`src/hdl/icpu_pkg.sv`:
```
// ----------------------------------------------------------------------------
// icpu_pkg
// Shared types and constants of the indexed cel pixel unpacker.
// ----------------------------------------------------------------------------
package icpu_pkg;

  localparam int PALETTE_DEPTH = 256;
  localparam int PAL_AW        = $clog2(PALETTE_DEPTH);
  localparam int COLOUR_W      = 24;
  localparam int CFG_IDX_W     = 2;
  localparam int CFG_DATA_W    = 16;
  localparam int Q_DEPTH       = 4;
  localparam int Q_AW          = $clog2(Q_DEPTH);

  localparam logic [1:0] MODE_4BPP = 2'd0;
  localparam logic [1:0] MODE_8BPP = 2'd1;

  localparam logic FUNC_PALETTE = 1'b0;
  localparam logic FUNC_DATA    = 1'b1;

  localparam logic [CFG_IDX_W-1:0] REG_DEPTH_MODE      = 2'd0;
  localparam logic [CFG_IDX_W-1:0] REG_CEL_WIDTH       = 2'd1;
  localparam logic [CFG_IDX_W-1:0] REG_CEL_HEIGHT      = 2'd2;
  localparam logic [CFG_IDX_W-1:0] REG_PALETTE_ENTRIES = 2'd3;

  typedef enum logic [1:0] {
    SRC_CLEAR,
    SRC_BLACK,
    SRC_PALETTE,
    SRC_DIRECT
  } pix_src_t;

  typedef struct packed {
    pix_src_t    src;
    logic [31:0] rgba;
    logic        row_end;
    logic        image_end;
    logic        last;
  } pix_req_t;

  typedef struct packed {
    logic [7:0] red;
    logic [7:0] green;
    logic [7:0] blue;
    logic [7:0] alpha;
    logic       row_end;
    logic       image_end;
    logic       last;
  } pix_out_t;

endpackage

```
`src/hdl/icpu_outq.sv`:
```
// ----------------------------------------------------------------------------
// icpu_outq
// Aligns pixel requests with the palette read data, resolves the final colour
// and queues finished pixels for the output channel.
// ----------------------------------------------------------------------------
module icpu_outq (
  input  logic                          clk,
  input  logic                          rst,
  input  logic                          req_valid,
  input  icpu_pkg::pix_req_t            req,
  input  logic [icpu_pkg::COLOUR_W-1:0] rd_data,
  output logic                          credit_ok,
  output logic                          out_valid,
  input  logic                          out_stall,
  output icpu_pkg::pix_out_t            out_pix
);

  logic                   s1_valid;
  icpu_pkg::pix_req_t     s1_req;
  icpu_pkg::pix_out_t     resolved;
  icpu_pkg::pix_out_t     queue [icpu_pkg::Q_DEPTH];
  logic [icpu_pkg::Q_AW-1:0] wr_ptr, rd_ptr;
  logic [icpu_pkg::Q_AW:0]   count;
  logic                   pop;

  always_comb begin
    resolved.row_end   = s1_req.row_end;
    resolved.image_end = s1_req.image_end;
    resolved.last      = s1_req.last;
    case (s1_req.src)
      icpu_pkg::SRC_BLACK: begin
        {resolved.red, resolved.green, resolved.blue, resolved.alpha} = {24'd0, 8'd255};
      end
      icpu_pkg::SRC_PALETTE: begin
        {resolved.red, resolved.green, resolved.blue, resolved.alpha} = {rd_data, 8'd255};
      end
      icpu_pkg::SRC_DIRECT: begin
        resolved.red   = s1_req.rgba[31:24];
        resolved.green = s1_req.rgba[23:16];
        resolved.blue  = s1_req.rgba[15:8];
        resolved.alpha = s1_req.rgba[7:0];
      end
      default: begin
        {resolved.red, resolved.green, resolved.blue, resolved.alpha} = 32'd0;
      end
    endcase
  end

  assign out_valid = count != '0;
  assign out_pix   = queue[rd_ptr];
  assign pop       = out_valid && !out_stall;
  assign credit_ok = ({{icpu_pkg::Q_AW{1'b0}}, s1_valid} + count) <
                     (icpu_pkg::Q_AW + 1)'(icpu_pkg::Q_DEPTH - 1) + 1'b1;

  always_ff @(posedge clk) begin
    s1_req <= req;
    if (s1_valid) begin
      queue[wr_ptr] <= resolved;
    end
  end

  always_ff @(posedge clk) begin
    if (rst) begin
      s1_valid <= 1'b0;
      wr_ptr   <= '0;
      rd_ptr   <= '0;
      count    <= '0;
    end else begin
      s1_valid <= req_valid;
      if (s1_valid) begin
        wr_ptr <= wr_ptr + 1'b1;
      end
      if (pop) begin
        rd_ptr <= rd_ptr + 1'b1;
      end
      count <= count + {{icpu_pkg::Q_AW{1'b0}}, s1_valid} - {{icpu_pkg::Q_AW{1'b0}}, pop};
    end
  end

endmodule

```
`config.mk`:
```
export PLATFORM = sky130hd
export DESIGN_NAME = icpu_outq
export DESIGN_NICKNAME = d
export VERILOG_FILES = /design/src/hdl/icpu_pkg.sv /design/src/hdl/icpu_outq.sv
export SDC_FILE = /design/constraint.sdc
export NUM_CORES = 1
export LEC_CHECK = 0
export BUFFER_PORTS_ARGS = -buffer_cell sky130_fd_sc_hd__buf_2
export CORE_MARGIN = 2
export CORE_UTILIZATION = 50
export CTS_CLUSTER_SIZE = 20
export DETAILED_ROUTE_END_ITERATION = 8
export PLACE_DENSITY = 0.76
export SLEW_MARGIN = 20
export SYNTH_ARGS = -nofsm -noshare
export SYNTH_HDL_FRONTEND = slang
export SYNTH_SLANG_ARGS = --single-unit
```
`constraint.sdc`:
```
create_clock -name clk -period 2.45 [get_ports clk]
set_input_delay 0.1225 -clock clk [delete_from_list [all_inputs] [get_ports clk]]
set_output_delay 0.1225 -clock clk [all_outputs]
set_load 0.1 [all_outputs]
```
==> results of run 1 <==
layer usage:
layer | up-vias | GRT usage (%) | wire [um]
met2 | 83 | 30.3 | 6340
met3 | 15 | 4.15 | 497
met5 | - | 0 | 0
met1 | 1754 | 21.5 | 5230
met4 | 0 | 7.34 | 188
li1 | 1606 | - | -
layout make-up:
type                            count  area share, %
Multi-Input combinational cell    125           17.9
Inverter                            5          0.219
Timing Repair Buffer              151           12.2
Clock buffer                       20           5.22
Tap cell                          176           2.57
Clock inverter                     12           1.73
Sequential cell                   187           60.2
worst min-delay path: cells and delay by family:
kind | cells | cell delay (ps)
simple gates | 1 | 120
buf+inv | 1 | 110
compound gates | 1 | 70
registers in the layout, indices dropped and copies added, names as in the netlist, named ones only:
register and count:
queue 140, rd_ptr 2, count 3, wr_ptr 2, s1_req 34, resolved 3, s1_valid 1
where the power goes:
part / internal, W / switching [W] / total (W)
combinational: 0.000686 / 0.00206 / 0.00275
sequential: 0.00354 / 0.0000702 / 0.00362
clock: 0.00162 / 0.00109 / 0.00271
total: 0.00586 / 0.00322 / 0.00908
stage by stage:
stage / cells / utilization (%) / setup WS (ps)
6_report: 676 / 64.4 / 373
5_1_grt: 676 / 64.4 / 298
4_1_cts: 676 / 64.4 / 335
3_5_place_dp: 604 / 56.9 / 758
3_3_place_gp: 604 / 56.9 / 799
2_1_floorplan: 332 / - / 362
cells in the mapped netlist:
master / count
o21ai_0: 1
edfxtp_1: 140
xnor2_1: 2
mux2_2: 1
a21oi_1: 2
buf_2: 3
nand2_1: 1
nor3b_1: 1
nor2b_1: 26
and2_1: 4
nor3_2: 1
clkbuf_1: 4
o21a_1: 8
or3_1: 1
buf_4: 3
xor2_1: 1
inv_1: 5
buf_12: 3
mux2i_1: 25
dfxtp_1: 47
buf_6: 1
ha_1: 8
nor2_1: 7
mux4_1: 5
or2_2: 1
mux4_2: 30
clkbuf_2: 1
timing repair:
action / in CTS / in global routing
endpoints found under the hold margin: 45 / 0
hold buffers: 40 / 0
resized for setup: 0 / 0
kinds of logic after synthesis:
group	synth area share (%)
XOR/XNOR	0.386
flip-flops	75.5
multiplexers	15.7
AND/OR/NAND/NOR	3.64
adder cells (fa/ha/maj)	1.47
buffers and inverters	2.17
AO/OA/AOI/OAI	1.10
how the worst max path moves through the flow:
stage               from           end  slack (ps)  cells past startpoint
2_1_floorplan   s1_valid      count[2]         360                      5
3_3_place_gp   wr_ptr[0]  queue[0][22]         800                      4
3_5_place_dp   wr_ptr[0]  queue[0][22]         760                      4
4_1_cts         register   out_pix[34]         340                      3
5_1_grt         register   out_pix[34]         300                      3
6_report        register   out_pix[34]         370                      3
==> impl_metrics.ini, run 1 <==
[cells_and_area]
nets = 560
area_growth_pct = 25.6
final_common_cell = edfxtp_1
fillers = 936
ff_latch_area_mm2 = 0.00515
postLayoutCellArea_mm2 = 0.00856
multi_input_area_mm2 = 0.00153
antenna_cells = 0
drive_gt1_share_pct = 36.4
final_cell_mix = edfxtp_1, buf_2, dfxtp_1

[critical_path]
worstPathCellList = buf_12 > mux4_1 > buf_2
r2r_end = queue[0][14]
crit_required_ps = 2330
critPathMaxFanout = 27
worstPathArrival_ps = 1950
reg2reg_slack_ps = 770
critPathLaunchType = register
endpoint_kind = primary output
reg2reg_depth = 4
path_class = reg2out
rr_startpoint = wr_ptr[0]
worst-path-buf-inv = 2
cp_top_family = multiplexers
cp_slowest_stage_delay_ps = 610
cp_slowest_cell = mux4_1

[route]
viasPerCell = 5.12
ant_nets = 0
drc = 0
wl_per_cell_um = 18.1
drtIter0Drc = 181
drt_wl_total_um = 12300
dr_total_vias = 3458
dr.pass1.iters = 6

[synth]
synth-seq-area-share_pct = 75.5
ys_types = 27
syn_area_per_cell_um2 = 20.5
syn-cell-area_mm2 = 0.00681
synth_top_area_share_pct = 61.7
synth_top_cell_by_area = edfxtp_1
synth_area_leaders = edfxtp_1, dfxtp_1, mux4_2
synth_nets = 405
ys_ff_latch = 187
synth_warnings = 0
netlist_instances = 332

[power_and_ir_drop]
p_total_w = 0.00908
peakVddDrop_v = 0.00106
power_density_mw_per_mm2 = 1060
cellLeakagePower_nw = 3.15

[clocking]
cts_tree = built
cts_root_buf = clkbuf_16
htree_num_levels = 4
clk_latency_ps = 420
cts_buffer_depth = 2
clock-sinks = 187
cts_buffers = 17
clkSlewWorstSetupHoldPaths_ps = 70
postCtsSetupBuffers = 0

[sta]
setup_violations = 0
finalHoldViolCount = 0
slew_violations = 0
fin_crit_sh_pct = 84.8
finalClockSkew_ps = 6.86
fmax_mhz = 482
rsz0062_at_grt = no
finalSetupTns_ps = 0
final.min_clock_period_ps = 2080
holdWs_ps = 51.6
relSlewSlack_pct = 64.5
worstMarginPinSlew_ps = 532

[hold_path]
hold_depth = 3
hp-class = in2reg
hp-start = out_stall

[placement]
dp_hpwl_um = 7480
place_congestion = 0.707
place_area_mm2 = 0.00756
io_buffers = 101

[die]
core_mm2 = 0.0133
initial_core_util_pct = 51.2
dieArea_mm2 = 0.0146
die_x_um = 121
dieHeight_um = 121
ios = 102
std_cell_rows = 42

[grt]
overflow = 0
grt_pass1_wl_um = 18700
grt.total_usage_pct = 17.6
antenna_found_initial = 0
grt_max_degree = 28
grt_pass1_vias = 3627

[outcome]
status = complete, no violations

[run]
max-cap-violations = 0
No activity file was read; power rests on OpenSTA's default activity.
==> run 2: changes to the inputs <==
--- a/config.mk
+++ b/config.mk
@@ -5,12 +5,13 @@
 export SDC_FILE = /design/constraint.sdc
 export NUM_CORES = 1
 export LEC_CHECK = 0
+export ABC_AREA = 1
 export BUFFER_PORTS_ARGS = -buffer_cell sky130_fd_sc_hd__buf_2
 export CORE_MARGIN = 2
 export CORE_UTILIZATION = 50
 export CTS_CLUSTER_SIZE = 20
 export DETAILED_ROUTE_END_ITERATION = 8
-export PLACE_DENSITY = 0.76
+export PLACE_DENSITY = 0.79
 export SLEW_MARGIN = 20
 export SYNTH_ARGS = -nofsm -noshare
 export SYNTH_HDL_FRONTEND = slang
==> constraint.sdc (replaced) <==
create_clock -name clk -period 1.7 [get_ports clk]
set_input_delay 0.085 -clock clk [delete_from_list [all_inputs] [get_ports clk]]
set_output_delay 0.085 -clock clk [all_outputs]
set_load 0.1 [all_outputs]
==> impl_metrics.ini, run 2 <==
[die]
dieArea_mm2 = 0.0146
std_cell_rows = 42
core_mm2 = 0.0133
dieHeight_um = 121
initial_core_util_pct = 51.4
ios = 102
die_x_um = 121

[critical_path]
path_class = reg2out
worstPathArrival_ps = 1680
critPathLaunchType = register
crit_required_ps = 1620
rr_startpoint = s1_req[36]
critPathMaxFanout = 30
endpoint_kind = primary output

[power_and_ir_drop]
p_total_w = 0.0156
power_density_mw_per_mm2 = 1640
peakVddDrop_v = 0.00104
cellLeakagePower_nw = 3.68

[grt]
grt_pass1_wl_um = 25500
overflow = 0
grt.total_usage_pct = 23.6
grt_max_degree = 36
grt_pass1_vias = 5072
antenna_found_initial = 0

[cells_and_area]
utilization_pct = 71.7
largest_register = queue
final_common_cell = edfxtp_1
nets = 771
final_cell_mix = edfxtp_1, nor2_1, nand2_1
postLayoutCellArea_mm2 = 0.00954
largest_reg_flops = 140
antenna_cells = 0
layout.cells.non_filler = 887
reg.largest.list = queue: 140 flops, s1_req: 34 flops
area_growth_pct = 39.6
drive_gt1_share_pct = 27.7

[outcome]
violations = negative setup slack
status = finished, violations left

[route]
wl_per_cell_um = 18.5
viasPerCell = 5.47
drt_wl_total_um = 16400
dr.pass1.iters = 5
dr_total_vias = 4850
drtIter0Drc = 538
ant_nets = 0
drc = 0

[synth]
synth_most_common_cell = edfxtp_1
synth_warnings = 0
ys.flop_type = edfxtp_1
syn-cell-area_mm2 = 0.00683
synth_xor_area_share_pct = 0.366
syn_area_per_cell_um2 = 12.7
synth_nets = 612
synth.mux.area_fraction_pct = 0
postSynth.asyncResetShare_pct = 0
synth_top_area_share_pct = 61.5
ys_types = 21
synth_top_family_by_area = simple AND/OR/NAND/NOR gates
synthSimpleGateAreaFrac_pct = 10.6
ys_ff_latch = 187
synth_fa_ha_area_share_pct = 1.46
netlist_instances = 539
synth-edff-count = 140
synth-seq-area-share_pct = 75.3
netlist_top_cells_count = edfxtp_1, nor2_1, nand2_1, o21ai_0, dfxtp_1
synth_area_leaders = edfxtp_1, dfxtp_1, o21ai_0
synth_compound_area_share_pct = 8.84
synth_top_cell_by_area = edfxtp_1

[sta]
final.min_clock_period_ps = 1760
worstMarginPinSlew_ps = 628
setup_ws_ps = -63.6
finalHoldViolCount = 0
finalClockSkew_ps = 6.35
fin_crit_sh_pct = 104
slew_violations = 0
holdWs_ps = 8.38
fmax_mhz = 567
relSlewSlack_pct = 58.1
rsz0062_at_grt = yes
setup_violations = 18

[placement]
place_congestion = 0.770
dp_hpwl_um = 9510
io_buffers = 101
place_area_mm2 = 0.00838
dpl.cell_count = 803

[clocking]
cts_root_buf = clkbuf_16
clock-sinks = 187
clk_latency_ps = 430
htree_num_levels = 4
cts_buffer_depth = 2
cts_tree = built
clkSlewWorstSetupHoldPaths_ps = 60
cts_buffers = 17

[run]
max-cap-violations = 0

[hold_path]
hp-start = rd_data[14]
hp-class = in2reg
==> run 2: cells by family after synthesis <==
group                      after synthesis
DFF                                    187
buffers and inverters                   48
xor gates and xnor gates                 2
adders and majority gates                8
AOI/OAI and AO/OA                      112
and+or+nand+nor                        182
==> run 2: per-layer routing <==
layer	wire, um	GRT usage, %
met3	1080	4.79
met4	405	11.3
met2	8540	40.0
met5	0	0
met1	6400	29.0
==> run 2: worst max-delay path, cell delays in order (launching register included) <==
cell,delay [ps]
dfxtp_4,430
buf_12,190
o21ai_0,130
o22ai_2,260
buf_12,210
==> run 2: through the flow <==
step	worst slack, ps	setup TNS, ps
4_1_cts	-69.6	-785
3_3_place_gp	328	0
3_5_place_dp	284	0
5_1_grt	-109	-2130
6_report	-63.6	-519
2_1_floorplan	21.5	0
==> run 2: power breakdown <==
group / internal (W) / switching [W] / total (W)
Combinational: 0.00225 / 0.00441 / 0.00666
Clock: 0.00215 / 0.00156 / 0.00371
Sequential: 0.00513 / 0.000128 / 0.00526
==> run 2: repair_timing <==
action / in CTS / in global routing
setup endpoints to repair: 36 / 35
setup buffers: 4 / 0
gates resized for setup: 35 / 10
cloned: 1 / 0
hold buffers: 47 / 0
hold endpoints to repair: 73 / 0
pin swaps: 9 / 4
==> run 2: worst paths after layout <==
| kind | endpoint | slack, ps | cells after the start |
|---|---|---|---|
| setup / recovery | out_pix[19] | -60 | 4 |
| hold / removal | queue[0][25] | 8 | 3 |
| setup reg to reg | queue[2][23] | 200 | 4 |
| hold reg to reg | queue[3][1] | 490 | 0 |
==> run 2: final cells by class <==
| type | count | area (um2) |
|---|---|---|
| Clock buffer | 24 | 452 |
| Clock inverter | 8 | 95.1 |
| Fill cell | 805 | 3760 |
| Inverter | 18 | 75.1 |
| Multi-Input combinational cell | 304 | 1710 |
| Sequential cell | 187 | 5150 |
| Tap cell | 176 | 220 |
| Timing Repair Buffer | 170 | 1840 |
