[src/hdl/icpu_pkg.sv]
// ----------------------------------------------------------------------------
// icpu_pkg
// Shared types and constants of the indexed cel pixel unpacker.
// ----------------------------------------------------------------------------
package icpu_pkg;

  localparam int PALETTE_DEPTH = 256;
  localparam int PAL_AW        = $clog2(PALETTE_DEPTH);
  localparam int COLOUR_W      = 24;
  localparam int CFG_IDX_W     = 2;
  localparam int CFG_DATA_W    = 16;
  localparam int Q_DEPTH       = 4;
  localparam int Q_AW          = $clog2(Q_DEPTH);

  localparam logic [1:0] MODE_4BPP = 2'd0;
  localparam logic [1:0] MODE_8BPP = 2'd1;

  localparam logic FUNC_PALETTE = 1'b0;
  localparam logic FUNC_DATA    = 1'b1;

  localparam logic [CFG_IDX_W-1:0] REG_DEPTH_MODE      = 2'd0;
  localparam logic [CFG_IDX_W-1:0] REG_CEL_WIDTH       = 2'd1;
  localparam logic [CFG_IDX_W-1:0] REG_CEL_HEIGHT      = 2'd2;
  localparam logic [CFG_IDX_W-1:0] REG_PALETTE_ENTRIES = 2'd3;

  typedef enum logic [1:0] {
    SRC_CLEAR,
    SRC_BLACK,
    SRC_PALETTE,
    SRC_DIRECT
  } pix_src_t;

  typedef struct packed {
    pix_src_t    src;
    logic [31:0] rgba;
    logic        row_end;
    logic        image_end;
    logic        last;
  } pix_req_t;

  typedef struct packed {
    logic [7:0] red;
    logic [7:0] green;
    logic [7:0] blue;
    logic [7:0] alpha;
    logic       row_end;
    logic       image_end;
    logic       last;
  } pix_out_t;

endpackage

[src/hdl/icpu_issue.sv]
// ----------------------------------------------------------------------------
// icpu_issue
// Configuration registers, input handshake, byte gathering and pixel counters.
// Issues one pixel request per cycle while output queue credit allows, along with the palette read or write.
// ----------------------------------------------------------------------------
module icpu_issue (
  input  logic                                clk,
  input  logic                                rst,
  input  logic                                cfg_write,
  input  logic [icpu_pkg::CFG_IDX_W-1:0]      cfg_index,
  input  logic [icpu_pkg::CFG_DATA_W-1:0]     cfg_data,
  input  logic                                in_valid,
  output logic                                in_stall,
  input  logic                                func,
  input  logic [7:0]                          entry_index,
  input  logic [icpu_pkg::COLOUR_W-1:0]       entry_colour,
  input  logic [7:0]                          data_byte,
  input  logic                                credit_ok,
  output logic                                req_valid,
  output icpu_pkg::pix_req_t                  req,
  output logic [icpu_pkg::PAL_AW-1:0]         rd_addr,
  output logic                                wr_en,
  output logic [icpu_pkg::PAL_AW-1:0]         wr_addr,
  output logic [icpu_pkg::COLOUR_W-1:0]       wr_data
);

  logic [1:0]  depth_mode;
  logic [15:0] cel_width;
  logic [15:0] cel_height;
  logic [8:0]  palette_entries;

  logic [15:0] column_count, column_count_next;
  logic [15:0] row_count, row_count_next;
  logic [23:0] gathered, gathered_next;
  logic [1:0]  byte_phase, byte_phase_next;
  logic        pending, pending_next;
  logic [3:0]  pend_nibble, pend_nibble_next;

  logic        accept;
  logic        fire;
  logic        pix_direct;
  logic        pix_last;
  logic [7:0]  pix_index;
  logic [16:0] width_ext, height_ext, col_inc, row_inc;
  logic        row_end_c, image_end_c;

  assign in_stall = pending || !credit_ok;
  assign accept   = in_valid && !in_stall;

  assign width_ext  = (cel_width == 16'd0) ? 17'h10000 : {1'b0, cel_width};
  assign height_ext = (cel_height == 16'd0) ? 17'h10000 : {1'b0, cel_height};
  assign col_inc    = {1'b0, column_count} + 17'd1;
  assign row_inc    = {1'b0, row_count} + 17'd1;
  assign row_end_c   = col_inc >= width_ext;
  assign image_end_c = row_end_c && (row_inc >= height_ext);

  always_comb begin
    fire             = 1'b0;
    pix_direct       = 1'b0;
    pix_last         = 1'b0;
    pix_index        = data_byte;
    gathered_next    = gathered;
    byte_phase_next  = byte_phase;
    pending_next     = pending;
    pend_nibble_next = pend_nibble;
    if (pending && credit_ok) begin
      fire         = 1'b1;
      pix_index    = {4'd0, pend_nibble};
      pix_last     = 1'b1;
      pending_next = 1'b0;
    end else if (accept && func == icpu_pkg::FUNC_DATA) begin
      if (depth_mode != icpu_pkg::MODE_4BPP && depth_mode != icpu_pkg::MODE_8BPP) begin
        if (byte_phase == 2'd3) begin
          fire            = 1'b1;
          pix_direct      = 1'b1;
          pix_last        = 1'b1;
          gathered_next   = 24'd0;
          byte_phase_next = 2'd0;
        end else begin
          case (byte_phase)
            2'd0:    gathered_next[7:0]   = data_byte;
            2'd1:    gathered_next[15:8]  = data_byte;
            default: gathered_next[23:16] = data_byte;
          endcase
          byte_phase_next = byte_phase + 2'd1;
        end
      end else begin
        gathered_next   = 24'd0;
        byte_phase_next = 2'd0;
        fire            = 1'b1;
        if (depth_mode == icpu_pkg::MODE_8BPP) begin
          pix_last = 1'b1;
        end else begin
          pix_index = {4'd0, data_byte[7:4]};
          if (!row_end_c) begin
            pending_next     = 1'b1;
            pend_nibble_next = data_byte[3:0];
          end
        end
      end
    end
  end

  always_comb begin
    column_count_next = column_count;
    row_count_next    = row_count;
    if (fire) begin
      if (row_end_c) begin
        column_count_next = 16'd0;
        row_count_next    = image_end_c ? 16'd0 : row_inc[15:0];
      end else begin
        column_count_next = col_inc[15:0];
      end
    end
  end

  always_comb begin
    req.rgba      = {gathered, data_byte};
    req.row_end   = row_end_c;
    req.image_end = image_end_c;
    req.last      = pix_last || row_end_c;
    if (pix_direct) begin
      req.src = icpu_pkg::SRC_DIRECT;
    end else if (pix_index == 8'd0) begin
      req.src = icpu_pkg::SRC_CLEAR;
    end else if ({1'b0, pix_index} < palette_entries &&
                 {1'b0, pix_index} < 9'(icpu_pkg::PALETTE_DEPTH)) begin
      req.src = icpu_pkg::SRC_PALETTE;
    end else begin
      req.src = icpu_pkg::SRC_BLACK;
    end
  end

  assign req_valid = fire;
  assign rd_addr   = pix_index[icpu_pkg::PAL_AW-1:0];
  assign wr_en     = accept && func == icpu_pkg::FUNC_PALETTE &&
                     {1'b0, entry_index} < 9'(icpu_pkg::PALETTE_DEPTH);
  assign wr_addr   = entry_index[icpu_pkg::PAL_AW-1:0];
  assign wr_data   = entry_colour;

  always_ff @(posedge clk) begin
    if (rst) begin
      depth_mode      <= icpu_pkg::MODE_8BPP;
      cel_width       <= 16'd1;
      cel_height      <= 16'd1;
      palette_entries <= 9'd256;
      column_count    <= 16'd0;
      row_count       <= 16'd0;
      gathered        <= 24'd0;
      byte_phase      <= 2'd0;
      pending         <= 1'b0;
      pend_nibble     <= 4'd0;
    end else begin
      if (cfg_write) begin
        case (cfg_index)
          icpu_pkg::REG_DEPTH_MODE:      depth_mode      <= cfg_data[1:0];
          icpu_pkg::REG_CEL_WIDTH:       cel_width       <= cfg_data;
          icpu_pkg::REG_CEL_HEIGHT:      cel_height      <= cfg_data;
          icpu_pkg::REG_PALETTE_ENTRIES: palette_entries <= cfg_data[8:0];
          default: ;
        endcase
      end
      column_count <= column_count_next;
      row_count    <= row_count_next;
      gathered     <= gathered_next;
      byte_phase   <= byte_phase_next;
      pending      <= pending_next;
      pend_nibble  <= pend_nibble_next;
    end
  end

endmodule

[config.mk]
export PLATFORM = sky130hd
export DESIGN_NAME = icpu_issue
export DESIGN_NICKNAME = d
export VERILOG_FILES = /design/src/hdl/icpu_pkg.sv /design/src/hdl/icpu_issue.sv
export SDC_FILE = /design/constraint.sdc
export NUM_CORES = 1
export LEC_CHECK = 0
export BUFFER_PORTS_ARGS = -buffer_cell sky130_fd_sc_hd__buf_2
export CORE_MARGIN = 10
export CORE_UTILIZATION = 40
export DETAILED_ROUTE_END_ITERATION = 7
export PLACE_DENSITY = 0.69
export SLEW_MARGIN = 20
export SYNTH_ARGS = -nofsm -noshare
export SYNTH_HDL_FRONTEND = slang
export SYNTH_SLANG_ARGS = --single-unit
[constraint.sdc]
create_clock -name clk -period 8.45 [get_ports clk]
set_input_delay 0.845 -clock clk [delete_from_list [all_inputs] [get_ports clk]]
set_output_delay 0.845 -clock clk [all_outputs]
set_load 0.005 [all_outputs]
==> results of run 1 <==
[layer usage]
metal	up-vias	track usage	part of all wire
met5	-	0	0.00072
met4	2	0.0324	0.0089
met3	12	0.0551	0.071
met2	126	0.223	0.43
met1	2485	0.198	0.49
li1	2717	-	-
[power groups by stage]
stage | registers (W) | logic, W | clock network [W]
2_1_floorplan | 0.000524 | 0.000106 | 0
3_3_place_gp | 0.000526 | 0.000138 | 0
3_5_place_dp | 0.000526 | 0.000139 | 0
4_1_cts | 0.000514 | 0.000140 | 0.000428
5_1_grt | 0.000516 | 0.000156 | 0.000446
6_report | 0.000515 | 0.000139 | 0.000418
[flip-flops by register name, indices dropped and copies added, names as in the netlist]
register / flops
cel_height: 16
depth_mode: 2
cel_width: 16
byte_phase: 2
pend_nibble: 4
row_count: 16
column_count: 16
pending: 1
gathered: 24
palette_entries: 9
[worst min-delay path, stage by stage (launching register included)]
cell and delay (ns):
dfxtp_1 0.31, nand2_1 0.05, a21oi_1 0.05
[worst paths after layout]
kind	from	endpoint	slack, ns	cells after the start
min	palette_entries[5]$_SDFFE_PP0P_	palette_entries[5]$_SDFFE_PP0P_	0.46	2
max reg2reg	column_count[0]$_SDFFE_PP0N_	column_count[4]$_SDFFE_PP0N_	4.42	15
min reg2reg	palette_entries[5]$_SDFFE_PP0P_	palette_entries[5]$_SDFFE_PP0P_	0.46	2
max	column_count[0]$_SDFFE_PP0N_	req[0]	3.74	14
[metrics by stage]
step / worst slack, ns / hold slack (ns)
final: 3.74 / 0.459
after global routing: 3.37 / 0.484
after CTS: 3.73 / 0.461
after detailed placement: 4.15 / 0.451
after global placement: 4.27 / 0.443
after floorplan: 4.31 / 0.432
[placed cells by master (no fill, tap or decap), types with 9 or more instances in the layout]
cell,netlist,final
nand2_1,122,122
dfxtp_1,106,106
buf_2,2,79
a21oi_1,65,65
nor2_1,53,52
ha_1,46,46
nand3_1,45,45
inv_1,44,44
a22oi_1,24,24
xnor2_1,18,18
o21ai_0,17,17
nand2b_1,17,17
and3_1,13,13
nor3_1,11,11
nand4_1,11,11
nor4_1,10,10
xor2_1,9,9
clkbuf_16,0,9
[layout make-up]
class	instances	share of cell area
Antenna cell	1	0.000376
Clock buffer	10	0.0344
Clock inverter	6	0.00826
Inverter	45	0.0253
Multi-Input combinational cell	558	0.513
Sequential cell	106	0.318
Tap cell	188	0.0353
Timing Repair Buffer	84	0.0650
[logic make-up after synthesis]
group,after synthesis,share of synthesized area
buffers and inverters,126,0.103
muxes,7,0.0116
xor gates and xnor gates,27,0.0383
adders and majority gates,46,0.0933
AOI/OAI and AO/OA,155,0.160
and+or+nand+nor,323,0.251
DFF,106,0.344
==> results.md, run 1 <==
- Status: finished, final reports clean
- Most frequent cell after synthesis: nand2_1
- CP Max Fanout: 19
- Crit path kind: reg2out
- Top delay family on crit path: simple AND/OR/NAND/NOR gates
- CORE AREA: 15,100 sq um
- Finish-stage setup viols: 0
- TNS Setup: 0 ns
- GRT Overall Usage: 0.149
- CTS sink cnt: 106
- Mapped Area: 6170 sq um
- Share of cells above drive strength 1: 0.142
- Post-synth EDFFs: 0
- Most frequent cells after synthesis: 122 x nand2_1, 106 x dfxtp_1, 65 x a21oi_1
- DRT iter0 DRCs: 293
- Crit start category: flop
- RSZ-0062 raised after global routing: no
- Reg clk slew, reported paths: 0.08 ns
- Root Buffer Master: clkbuf_16
- Clock buffer depth: 2
- Sequential element share of the synthesized area: 0.344
- Vias post-DR: 5,342
- Crit path time final: 4.71 ns
- Type of destination of the critical path: primary output
- Port Buffer Count: 79
- DRC: 0
- Via density: 5.35
- Fmax: 212 MHz
- Inst Count DP: 981
- Worst Hold Class: reg2reg
- CP dominant cell by count: nand3_1
- Rel. slew slack: 0.315
- Drt total wl: 15.3 mm
- # fillers: 1,520
- Internal power: 0.000765 W
- Actual slew at the worst max-slew pin: 1.02 ns
- Final Instance Count excl. Fillers: 998
- Die area: 20,800 sq um
- Pwr Density: 161 nW/um^2
- Synth cell types: 57
- First-pass GRT wire length: 25.3 mm
- CP cell instances: ha_1, nand3_1, nor2_1, nand3_1, o21a_1, or2_2, ha_1, nand3_1, a21boi_0, or2_2, a211oi_4, buf_4, o211ai_1, buf_2
- Fin. max-slew vios: 0
- Placed Area: 6370 sq um
- H-tree Lvls: 3
- FF+latch count, synth: 106
- # rows: 45
- Area of the multi-input gates: 3420 sq um
- Total gr overflow: 0
- Synth top area cells: dfxtp_1 34%, ha_1 9.3%, nand2_1 7.4%
- Slowest-stage cell, CP: dfxtp_1
- Synth warnings: 0
- Worst EP required: 7.61 ns
- Starting Density: 0.407
- Most area-hungry cell type in the Yosys netlist: dfxtp_1
- Total CTS buffers: 9
- Post-CTS setup buffers: 0
- Power share of the sequential group: 0.480
- Ys async rst share: 0
- GP Congestion: 0.819
- Top FF cell, synth: dfxtp_1
- Initial antenna violation count: 2
- Sum of buffers and inverters on the critical path: 2
- Largest net degree at the start of global routing: 58
- Cts repair resizes: 0
- Clk_lat worst skew: 0.36 ns
- # nets final: 914
- Vias in the first global route: 5,074
- Clock Skew: 0.00950 ns
- ANT nets after route: 0
- Sw power: 0.000306 W
- Cells after synthesis: 790
- Crit share post-route: 0.557
- Max-cap check violation count: 0
- Final HPWL DP: 11.3 mm
- Critical path arrival: 3.86 ns
- Max VDD drop: 0.000101 V
- Switch share: 0.286
- Die width: 144 um
- TritonCTS clock tree: done
- Syn Nets: 900
- Post-route design area: 6660 sq um
- Routed wire length per instance: 15.3 um
- Pre-antenna DRT Iters: 5
- Syn Area/Cell: 7.81 sq um
- Power Total: 0.00107 W
- Leakage Power: 2.65 nW
- Reg area: 2120 sq um
- Max incr delay on CP: 0.41 ns
- Clock share of power: 0.390
- Hold Buf Count CTS: 0
- Combinational Power Share: 0.130
- Ports: 144
- Final design utilization: 0.440
- Synthesis-to-finish area growth: 7.99%
- Fin. Hold Viols: 0
- Die height: 144 um
- Post-synth top area share: 0.344
Note: power is estimated with default switching activity, not from simulation.
==> inputs of run 2 (changes only) <==
Settings changed: PLACE_DENSITY 0.69 to 0.72.
Clock period 8.45 ns to 4.1 ns, I/O delays scaled along.
==> run 2 against run 1 <==
Compared with the run above:
- worst hold slack lost 0.15 ns
- die area is the same
- clock skew shrank 0.0011 ns
- non-clock buffer count grew 5
- largest power group unchanged
- highest routed layer unchanged
==> results.md, run 2 (synthesis gave the netlist of run 1 again) <==
- Initial antenna violation count: 3 (was 2)
- Clk_lat worst skew: 0.35 ns (was 0.36 ns)
- Fin. max-slew vios: 0 (unchanged)
- Terminus of the critical flop-to-flop path: column_count[12]$_SDFFE_PP0N_ (was column_count[4]$_SDFFE_PP0N_)
- Max-cap check violation count: 0 (unchanged)
- Min-delay src: cfg_data[10] (was palette_entries[5]$_SDFFE_PP0P_)
- Internal power: 0.00165 W (was 0.000765 W)
- Final Instance Count excl. Fillers: 1,004 (was 998)
- Final HPWL DP: 11.3 mm (about the same)
- Reg clk slew, reported paths: 0.07 ns (was 0.08 ns)
- Max reg flops: 24 (unchanged)
- Worst Hold Class: in2reg (was reg2reg)
- Port Buffer Count: 79 (unchanged)
- Most frequent cells in the layout: 122 x nand2_1, 106 x dfxtp_1, 79 x buf_2, 65 x a21oi_1, 51 x nor2_1 (was 122 x nand2_1, 106 x dfxtp_1, 79 x buf_2, 65 x a21oi_1, 52 x nor2_1)
- Drt total wl: 15.3 mm (about the same)
- Combinational Power Share: 0.137 (was 0.130)
- Routed wire length per instance: 15.2 um (was 15.3 um)
- Commonest non-fill, non-tap cell in the layout: nand2_1 (unchanged)
- Synthesis-to-finish area growth: 9.06% (was 7.99%)
- Largest net degree at the start of global routing: 107 (was 58)
- R2R depth: 15 (unchanged)
- Actual slew at the worst max-slew pin: 1.07 ns (was 1.02 ns)
- Rel. slew slack: 0.286 (was 0.315)
- Top reg by flops: gathered (unchanged)
- Fmax: 259 MHz
- Power share of the sequential group: 0.469 (was 0.480)
- Crit path kind: reg2out (unchanged)
- TritonCTS clock tree: done (unchanged)
- Crit share post-route: 0.940
- Max VDD drop: 0.000217 V (was 0.000101 V)
- CTS sink cnt: 106 (unchanged)
- Power Total: 0.00226 W (was 0.00107 W)
- RSZ-0062 raised after global routing: no (unchanged)
- Ports: 144 (unchanged)
- Pre-antenna DRT Iters: 7 (was 5)
- Finish-stage setup viols: 0 (unchanged)
- First-pass GRT wire length: 25.8 mm (was 25.3 mm)
- Sw power: 0.000614 W (was 0.000306 W)
- Die height: 144 um (unchanged)
- Clock Skew: 0.00844 ns (was 0.00950 ns)
- CORE AREA: 15,100 sq um (unchanged)
- Share of cells above drive strength 1: 0.151 (was 0.142)
- CP Max Fanout: 6 (was 19)
- TNS Setup: 0 ns (unchanged)
- Root Buffer Master: clkbuf_16 (unchanged)
- Worst Hold Path Cells: 3 (was 2)
- Starting Density: 0.407 (unchanged)
- Vias post-DR: 5,357 (was 5,342)
- Leakage Power: 2.69 nW (was 2.65 nW)
- Die width: 144 um (unchanged)
- # nets final: 919 (was 914)
- Clock share of power: 0.394 (was 0.390)
- Clock buffer depth: 2 (unchanged)
- Status: finished, final reports clean (unchanged)
- GRT Overall Usage: 0.149 (about the same)
- ANT nets after route: 0 (unchanged)
- Crit start category: flop (unchanged)
- Switch share: 0.272 (was 0.286)
- DRC: 0 (unchanged)
- Final design utilization: 0.444 (was 0.440)
- DRT iter0 DRCs: 319 (was 293)
- Fin. Hold Viols: 0 (unchanged)
- # rows: 45 (unchanged)
- H-tree Lvls: 3 (unchanged)
- Die area: 20,800 sq um (unchanged)
- Worst Hold End: cel_height[10]$_SDFFE_PP0P_ (was palette_entries[5]$_SDFFE_PP0P_)
- Pwr Density: 336 nW/um^2 (was 161 nW/um^2)
- Total CTS buffers: 9 (unchanged)
- Worst EP required: 3.69 ns (was 7.61 ns)
- Inst Count DP: 983 (was 981)
- Crit path time final: 3.85 ns
- Type of destination of the critical path: primary output (unchanged)
- Flop2flop setup slack: 0.51 ns (was 4.42 ns)
- Via density: 5.34 (was 5.35)
- Critical path arrival: 3.44 ns (was 3.86 ns)
- GP Congestion: 0.859 (was 0.819)
- Vias in the first global route: 5,225 (was 5,074)
- Reg2Reg Launch Point: column_count[0]$_SDFFE_PP0N_ (unchanged)
- Total gr overflow: 0 (unchanged)
==> run 2: critical path: stages, from the launching register on <==
cell and delay, ns:
dfxtp_1 0.42, ha_1 0.27, nand3_2 0.16, nor2_2 0.19
nand3_1 0.11, o21a_1 0.21, or2_2 0.29, ha_1 0.31
nand3_1 0.07, a21boi_0 0.10, or2_2 0.33, a211oi_4 0.21
buf_4 0.17, o211ai_1 0.08, buf_2 0.17
==> run 2: routing by layer <==
| metal | wire, um | up-vias | track usage |
|---|---|---|---|
| li1 | - | 2726 | - |
| met4 | 150 | 2 | 0.0298 |
| met2 | 6710 | 142 | 0.232 |
| met5 | 17 | - | 0 |
| met3 | 1180 | 19 | 0.0528 |
| met1 | 7200 | 2468 | 0.196 |
==> run 2: what timing repair did <==
| item | 4_1_cts | 5_1_grt |
|---|---|---|
| resized for setup | 0 | 2 |
| hold buffers | 0 | 0 |
| buffers inserted | 3 | 0 |
| endpoints found under the setup margin | 1 | 3 |
| pin swaps | 1 | 0 |
==> run 2: how the worst max path moves through the flow <==
stage,start,slack (ns),end
6_report,column_count[0]$_SDFFE_PP0N_,0.25,req[0]
2_1_floorplan,column_count[0]$_SDFFE_PP0N_,0.40,req[1]
4_1_cts,column_count[0]$_SDFFE_PP0N_,0.15,req[0]
5_1_grt,column_count[0]$_SDFFE_PP0N_,0.02,req[0]
3_5_place_dp,column_count[0]$_SDFFE_PP0N_,0.28,column_count[4]$_SDFFE_PP0N_
3_3_place_gp,column_count[0]$_SDFFE_PP0N_,0.38,column_count[12]$_SDFFE_PP0N_
==> run 2: metrics by stage <==
stage | setup slack (ns) | hold WS, ns | instance area [sq um]
after floorplan | 0.398 | 0.432 | 6170
after global routing | 0.0165 | 0.313 | 6730
after CTS | 0.155 | 0.309 | 6720
after global placement | 0.382 | 0.439 | 6390
after detailed placement | 0.275 | 0.453 | 6390
final | 0.246 | 0.312 | 6730
==> run 2: layout make-up <==
class                   count  area, sq um
diodes                      2         5.00
clock buffers               9          225
clock inverters             7         77.6
fillers                  1508         8420
inverters                  45          169
multi-input cells         558         3430
flip-flops and latches    106         2120
well taps                 188          235
repair buffers             89          470
==> run 2: power groups by stage <==
stage	combinational, W	clock [W]	sequential (W)
after detailed placement	0.000292	0	0.00108
after global routing	0.000348	0.000948	0.00106
after floorplan	0.000219	0	0.00108
after CTS	0.000309	0.000906	0.00106
final	0.000310	0.000890	0.00106
after global placement	0.000290	0	0.00108
==> inputs of run 3 (changes only) <==
Settings changed: PLACE_DENSITY 0.72 to 0.69.
Clock period 4.1 ns to 3.95 ns, I/O delays scaled along.
==> run 3 against run 2 <==
Compared with the run above:
- clock power grew 7.1%
- worst hold slack lost 0.026 ns
- cell area grew 0.56%
- first-iteration DRC count grew 12%
- via count grew 2.1%
- sequential share of layout area shrank 0.16 points
- largest cell class unchanged
==> results.md, run 3 (synthesis gave the netlist of run 1 again) <==
- Worst Hold Class: in2reg (unchanged)
- Root Buffer Master: clkbuf_16 (unchanged)
- Crit share post-route: 0.943
- TritonCTS clock tree: done (unchanged)
- Crit path kind: reg2out (unchanged)
- Crit start category: flop (unchanged)
- Slowest-stage cell, CP: dfxtp_1 (unchanged)
- # rows: 45 (unchanged)
- Reg2Reg Launch Point: column_count[1]$_SDFFE_PP0N_ (was column_count[0]$_SDFFE_PP0N_)
- CTS sink cnt: 106 (unchanged)
- Final HPWL DP: 11.4 mm (was 11.3 mm)
- Commonest non-fill, non-tap cell in the layout: nand2_1 (unchanged)
- Die width: 144 um (unchanged)
- Max-cap check violation count: 0 (unchanged)
- # nets final: 919 (unchanged)
- Min-delay src: cfg_data[11] (was cfg_data[10])
- Power Total: 0.00238 W (was 0.00226 W)
- CP dominant cell by count: or2_2
- Leakage Power: 2.69 nW (about the same)
- Critical path arrival: 3.33 ns (was 3.44 ns)
- Max incr delay on CP: 0.41 ns (was 0.42 ns)
- Via density: 5.45 (was 5.34)
- RSZ-0062 raised after global routing: no (unchanged)
- Flop2flop setup slack: 0.46 ns (was 0.51 ns)
- Share of cells above drive strength 1: 0.156 (was 0.151)
- TNS Setup: 0 ns (unchanged)
- Fmax: 268 MHz
- Total CTS buffers: 9 (unchanged)
- Initial antenna violation count: 2 (was 3)
- Vias in the first global route: 5,134 (was 5,225)
- R2R depth: 15 (unchanged)
- GP Congestion: 0.834 (was 0.859)
- CORE AREA: 15,100 sq um (unchanged)
- Terminus of the critical flop-to-flop path: pend_nibble[1]$_SDFFE_PP0P_ (was column_count[12]$_SDFFE_PP0N_)
- Pre-antenna DRT Iters: 5 (was 7)
- First-pass GRT wire length: 25.7 mm (was 25.8 mm)
- Finish-stage setup viols: 0 (unchanged)
- DRT iter0 DRCs: 358 (was 319)
- DRC: 0 (unchanged)
- GRT Overall Usage: 0.150 (was 0.149)
- Clock buffer depth: 2 (unchanged)
- ANT nets after route: 0 (unchanged)
- Max VDD drop: 0.000209 V (was 0.000217 V)
- Worst Hold End: cel_width[11]$_SDFFE_PP0P_ (was cel_height[10]$_SDFFE_PP0P_)
- Pwr Density: 351 nW/um^2 (was 336 nW/um^2)
- Routed wire length per instance: 15.3 um (was 15.2 um)
- CP Max Fanout: 5 (was 6)
- Synthesis-to-finish area growth: 9.67% (was 9.06%)
- Port Buffer Count: 79 (unchanged)
- Clock Skew: 0.00796 ns (was 0.00844 ns)
- Top reg by flops: gathered (unchanged)
- CP cell instances: ha_4, nand3_2, nor2_4, nand3_1, o21a_1, or2_2, ha_1, nand4_1, o21bai_1, or2_2, a211oi_4, buf_6, o211ai_1, buf_2 (was ha_1, nand3_2, nor2_2, nand3_1, o21a_1, or2_2, ha_1, nand3_1, a21boi_0, or2_2, a211oi_4, buf_4, o211ai_1, buf_2)
- Largest net degree at the start of global routing: 77 (was 107)
- Reg clk slew, reported paths: 0.07 ns (about the same)
- Max reg flops: 24 (unchanged)
- Ports: 144 (unchanged)
- Vias post-DR: 5,471 (was 5,357)
- Clk_lat worst skew: 0.36 ns (was 0.35 ns)
- Drt total wl: 15.3 mm (about the same)
- Type of destination of the critical path: primary output (unchanged)
- H-tree Lvls: 3 (unchanged)
- Starting Density: 0.407 (unchanged)
- Die area: 20,800 sq um (unchanged)
- Status: finished, final reports clean (unchanged)
- Total gr overflow: 0 (unchanged)
- Actual slew at the worst max-slew pin: 1.07 ns (about the same)
- Rel. slew slack: 0.284 (was 0.286)
- Die height: 144 um (unchanged)
- Most frequent cells in the layout: 122 x nand2_1, 105 x dfxtp_1, 79 x buf_2, 65 x a21oi_1, 50 x nor2_1 (was 122 x nand2_1, 106 x dfxtp_1, 79 x buf_2, 65 x a21oi_1, 51 x nor2_1)
- Worst EP required: 3.56 ns (was 3.69 ns)
- Worst Hold Path Cells: 3 (unchanged)
- Crit path time final: 3.73 ns
- Fin. max-slew vios: 0 (unchanged)
- Fin. Hold Viols: 0 (unchanged)
## run 3: where the power goes
group | internal [W] | switching (W) | total, W
combinational | 0.000122 | 0.000199 | 0.000321
sequential | 0.00109 | 0.0000159 | 0.00110
clock | 0.000518 | 0.000435 | 0.000953
## run 3: worst max-delay path: cells and delay by family (launching register included)
kind            cells  cell delay (ns)
buf+inv             2             0.33
fa+ha+maj           2             0.50
simple gates        6             1.09
compound gates      4             0.65
flops               1             0.41
## run 3: what timing repair did
action | in CTS | in global routing
buffers inserted | 2 | 0
hold buffers | 0 | 0
cloned | 0 | 0
pin swaps | 0 | 1
gates resized for setup | 2 | 7
setup endpoints to repair | 2 | 8
## run 3: routing by layer
layer  routed length [um]  track usage  vias up  share of wire
li1                     -            -     2737              -
met5                   11            0        -        0.00072
met1                 7300        0.198     2570           0.48
met3                 1110       0.0538       16          0.073
met4                  156       0.0362        2          0.010
met2                 6760        0.228      146           0.44
## run 3: worst max path at each step
stage                                  from      to  slack [ns]
2_1_floorplan  column_count[0]$_SDFFE_PP0N_  req[1]        0.26
3_3_place_gp   column_count[0]$_SDFFE_PP0N_  req[0]        0.33
3_5_place_dp   column_count[0]$_SDFFE_PP0N_  req[0]        0.26
4_1_cts        column_count[0]$_SDFFE_PP0N_  req[0]        0.02
5_1_grt        column_count[4]$_SDFFE_PP0N_  req[0]       0.009
6_report       column_count[1]$_SDFFE_PP0N_  req[0]        0.22
## run 3: stage by stage
stage | hold WS [ns] | worst slack [ns] | area, sq um | instances | util
2_1_floorplan | 0.432 | 0.263 | 6170 | 790 | -
3_3_place_gp | 0.440 | 0.334 | 6400 | 984 | 0.422
3_5_place_dp | 0.451 | 0.255 | 6400 | 984 | 0.422
4_1_cts | 0.278 | 0.0192 | 6730 | 1002 | 0.444
5_1_grt | 0.282 | 0.00886 | 6770 | 1002 | 0.447
6_report | 0.286 | 0.223 | 6770 | 1003 | 0.447
## run 3: final cells by class
type	instances	area (sq um)
Timing Repair Buffer	89	474
Multi-Input combinational cell	558	3450
Clock buffer	10	239
Clock inverter	6	73.8
Inverter	45	169
Antenna cell	1	2.50
Sequential cell	106	2120
Fill cell	1515	8380
Tap cell	188	235
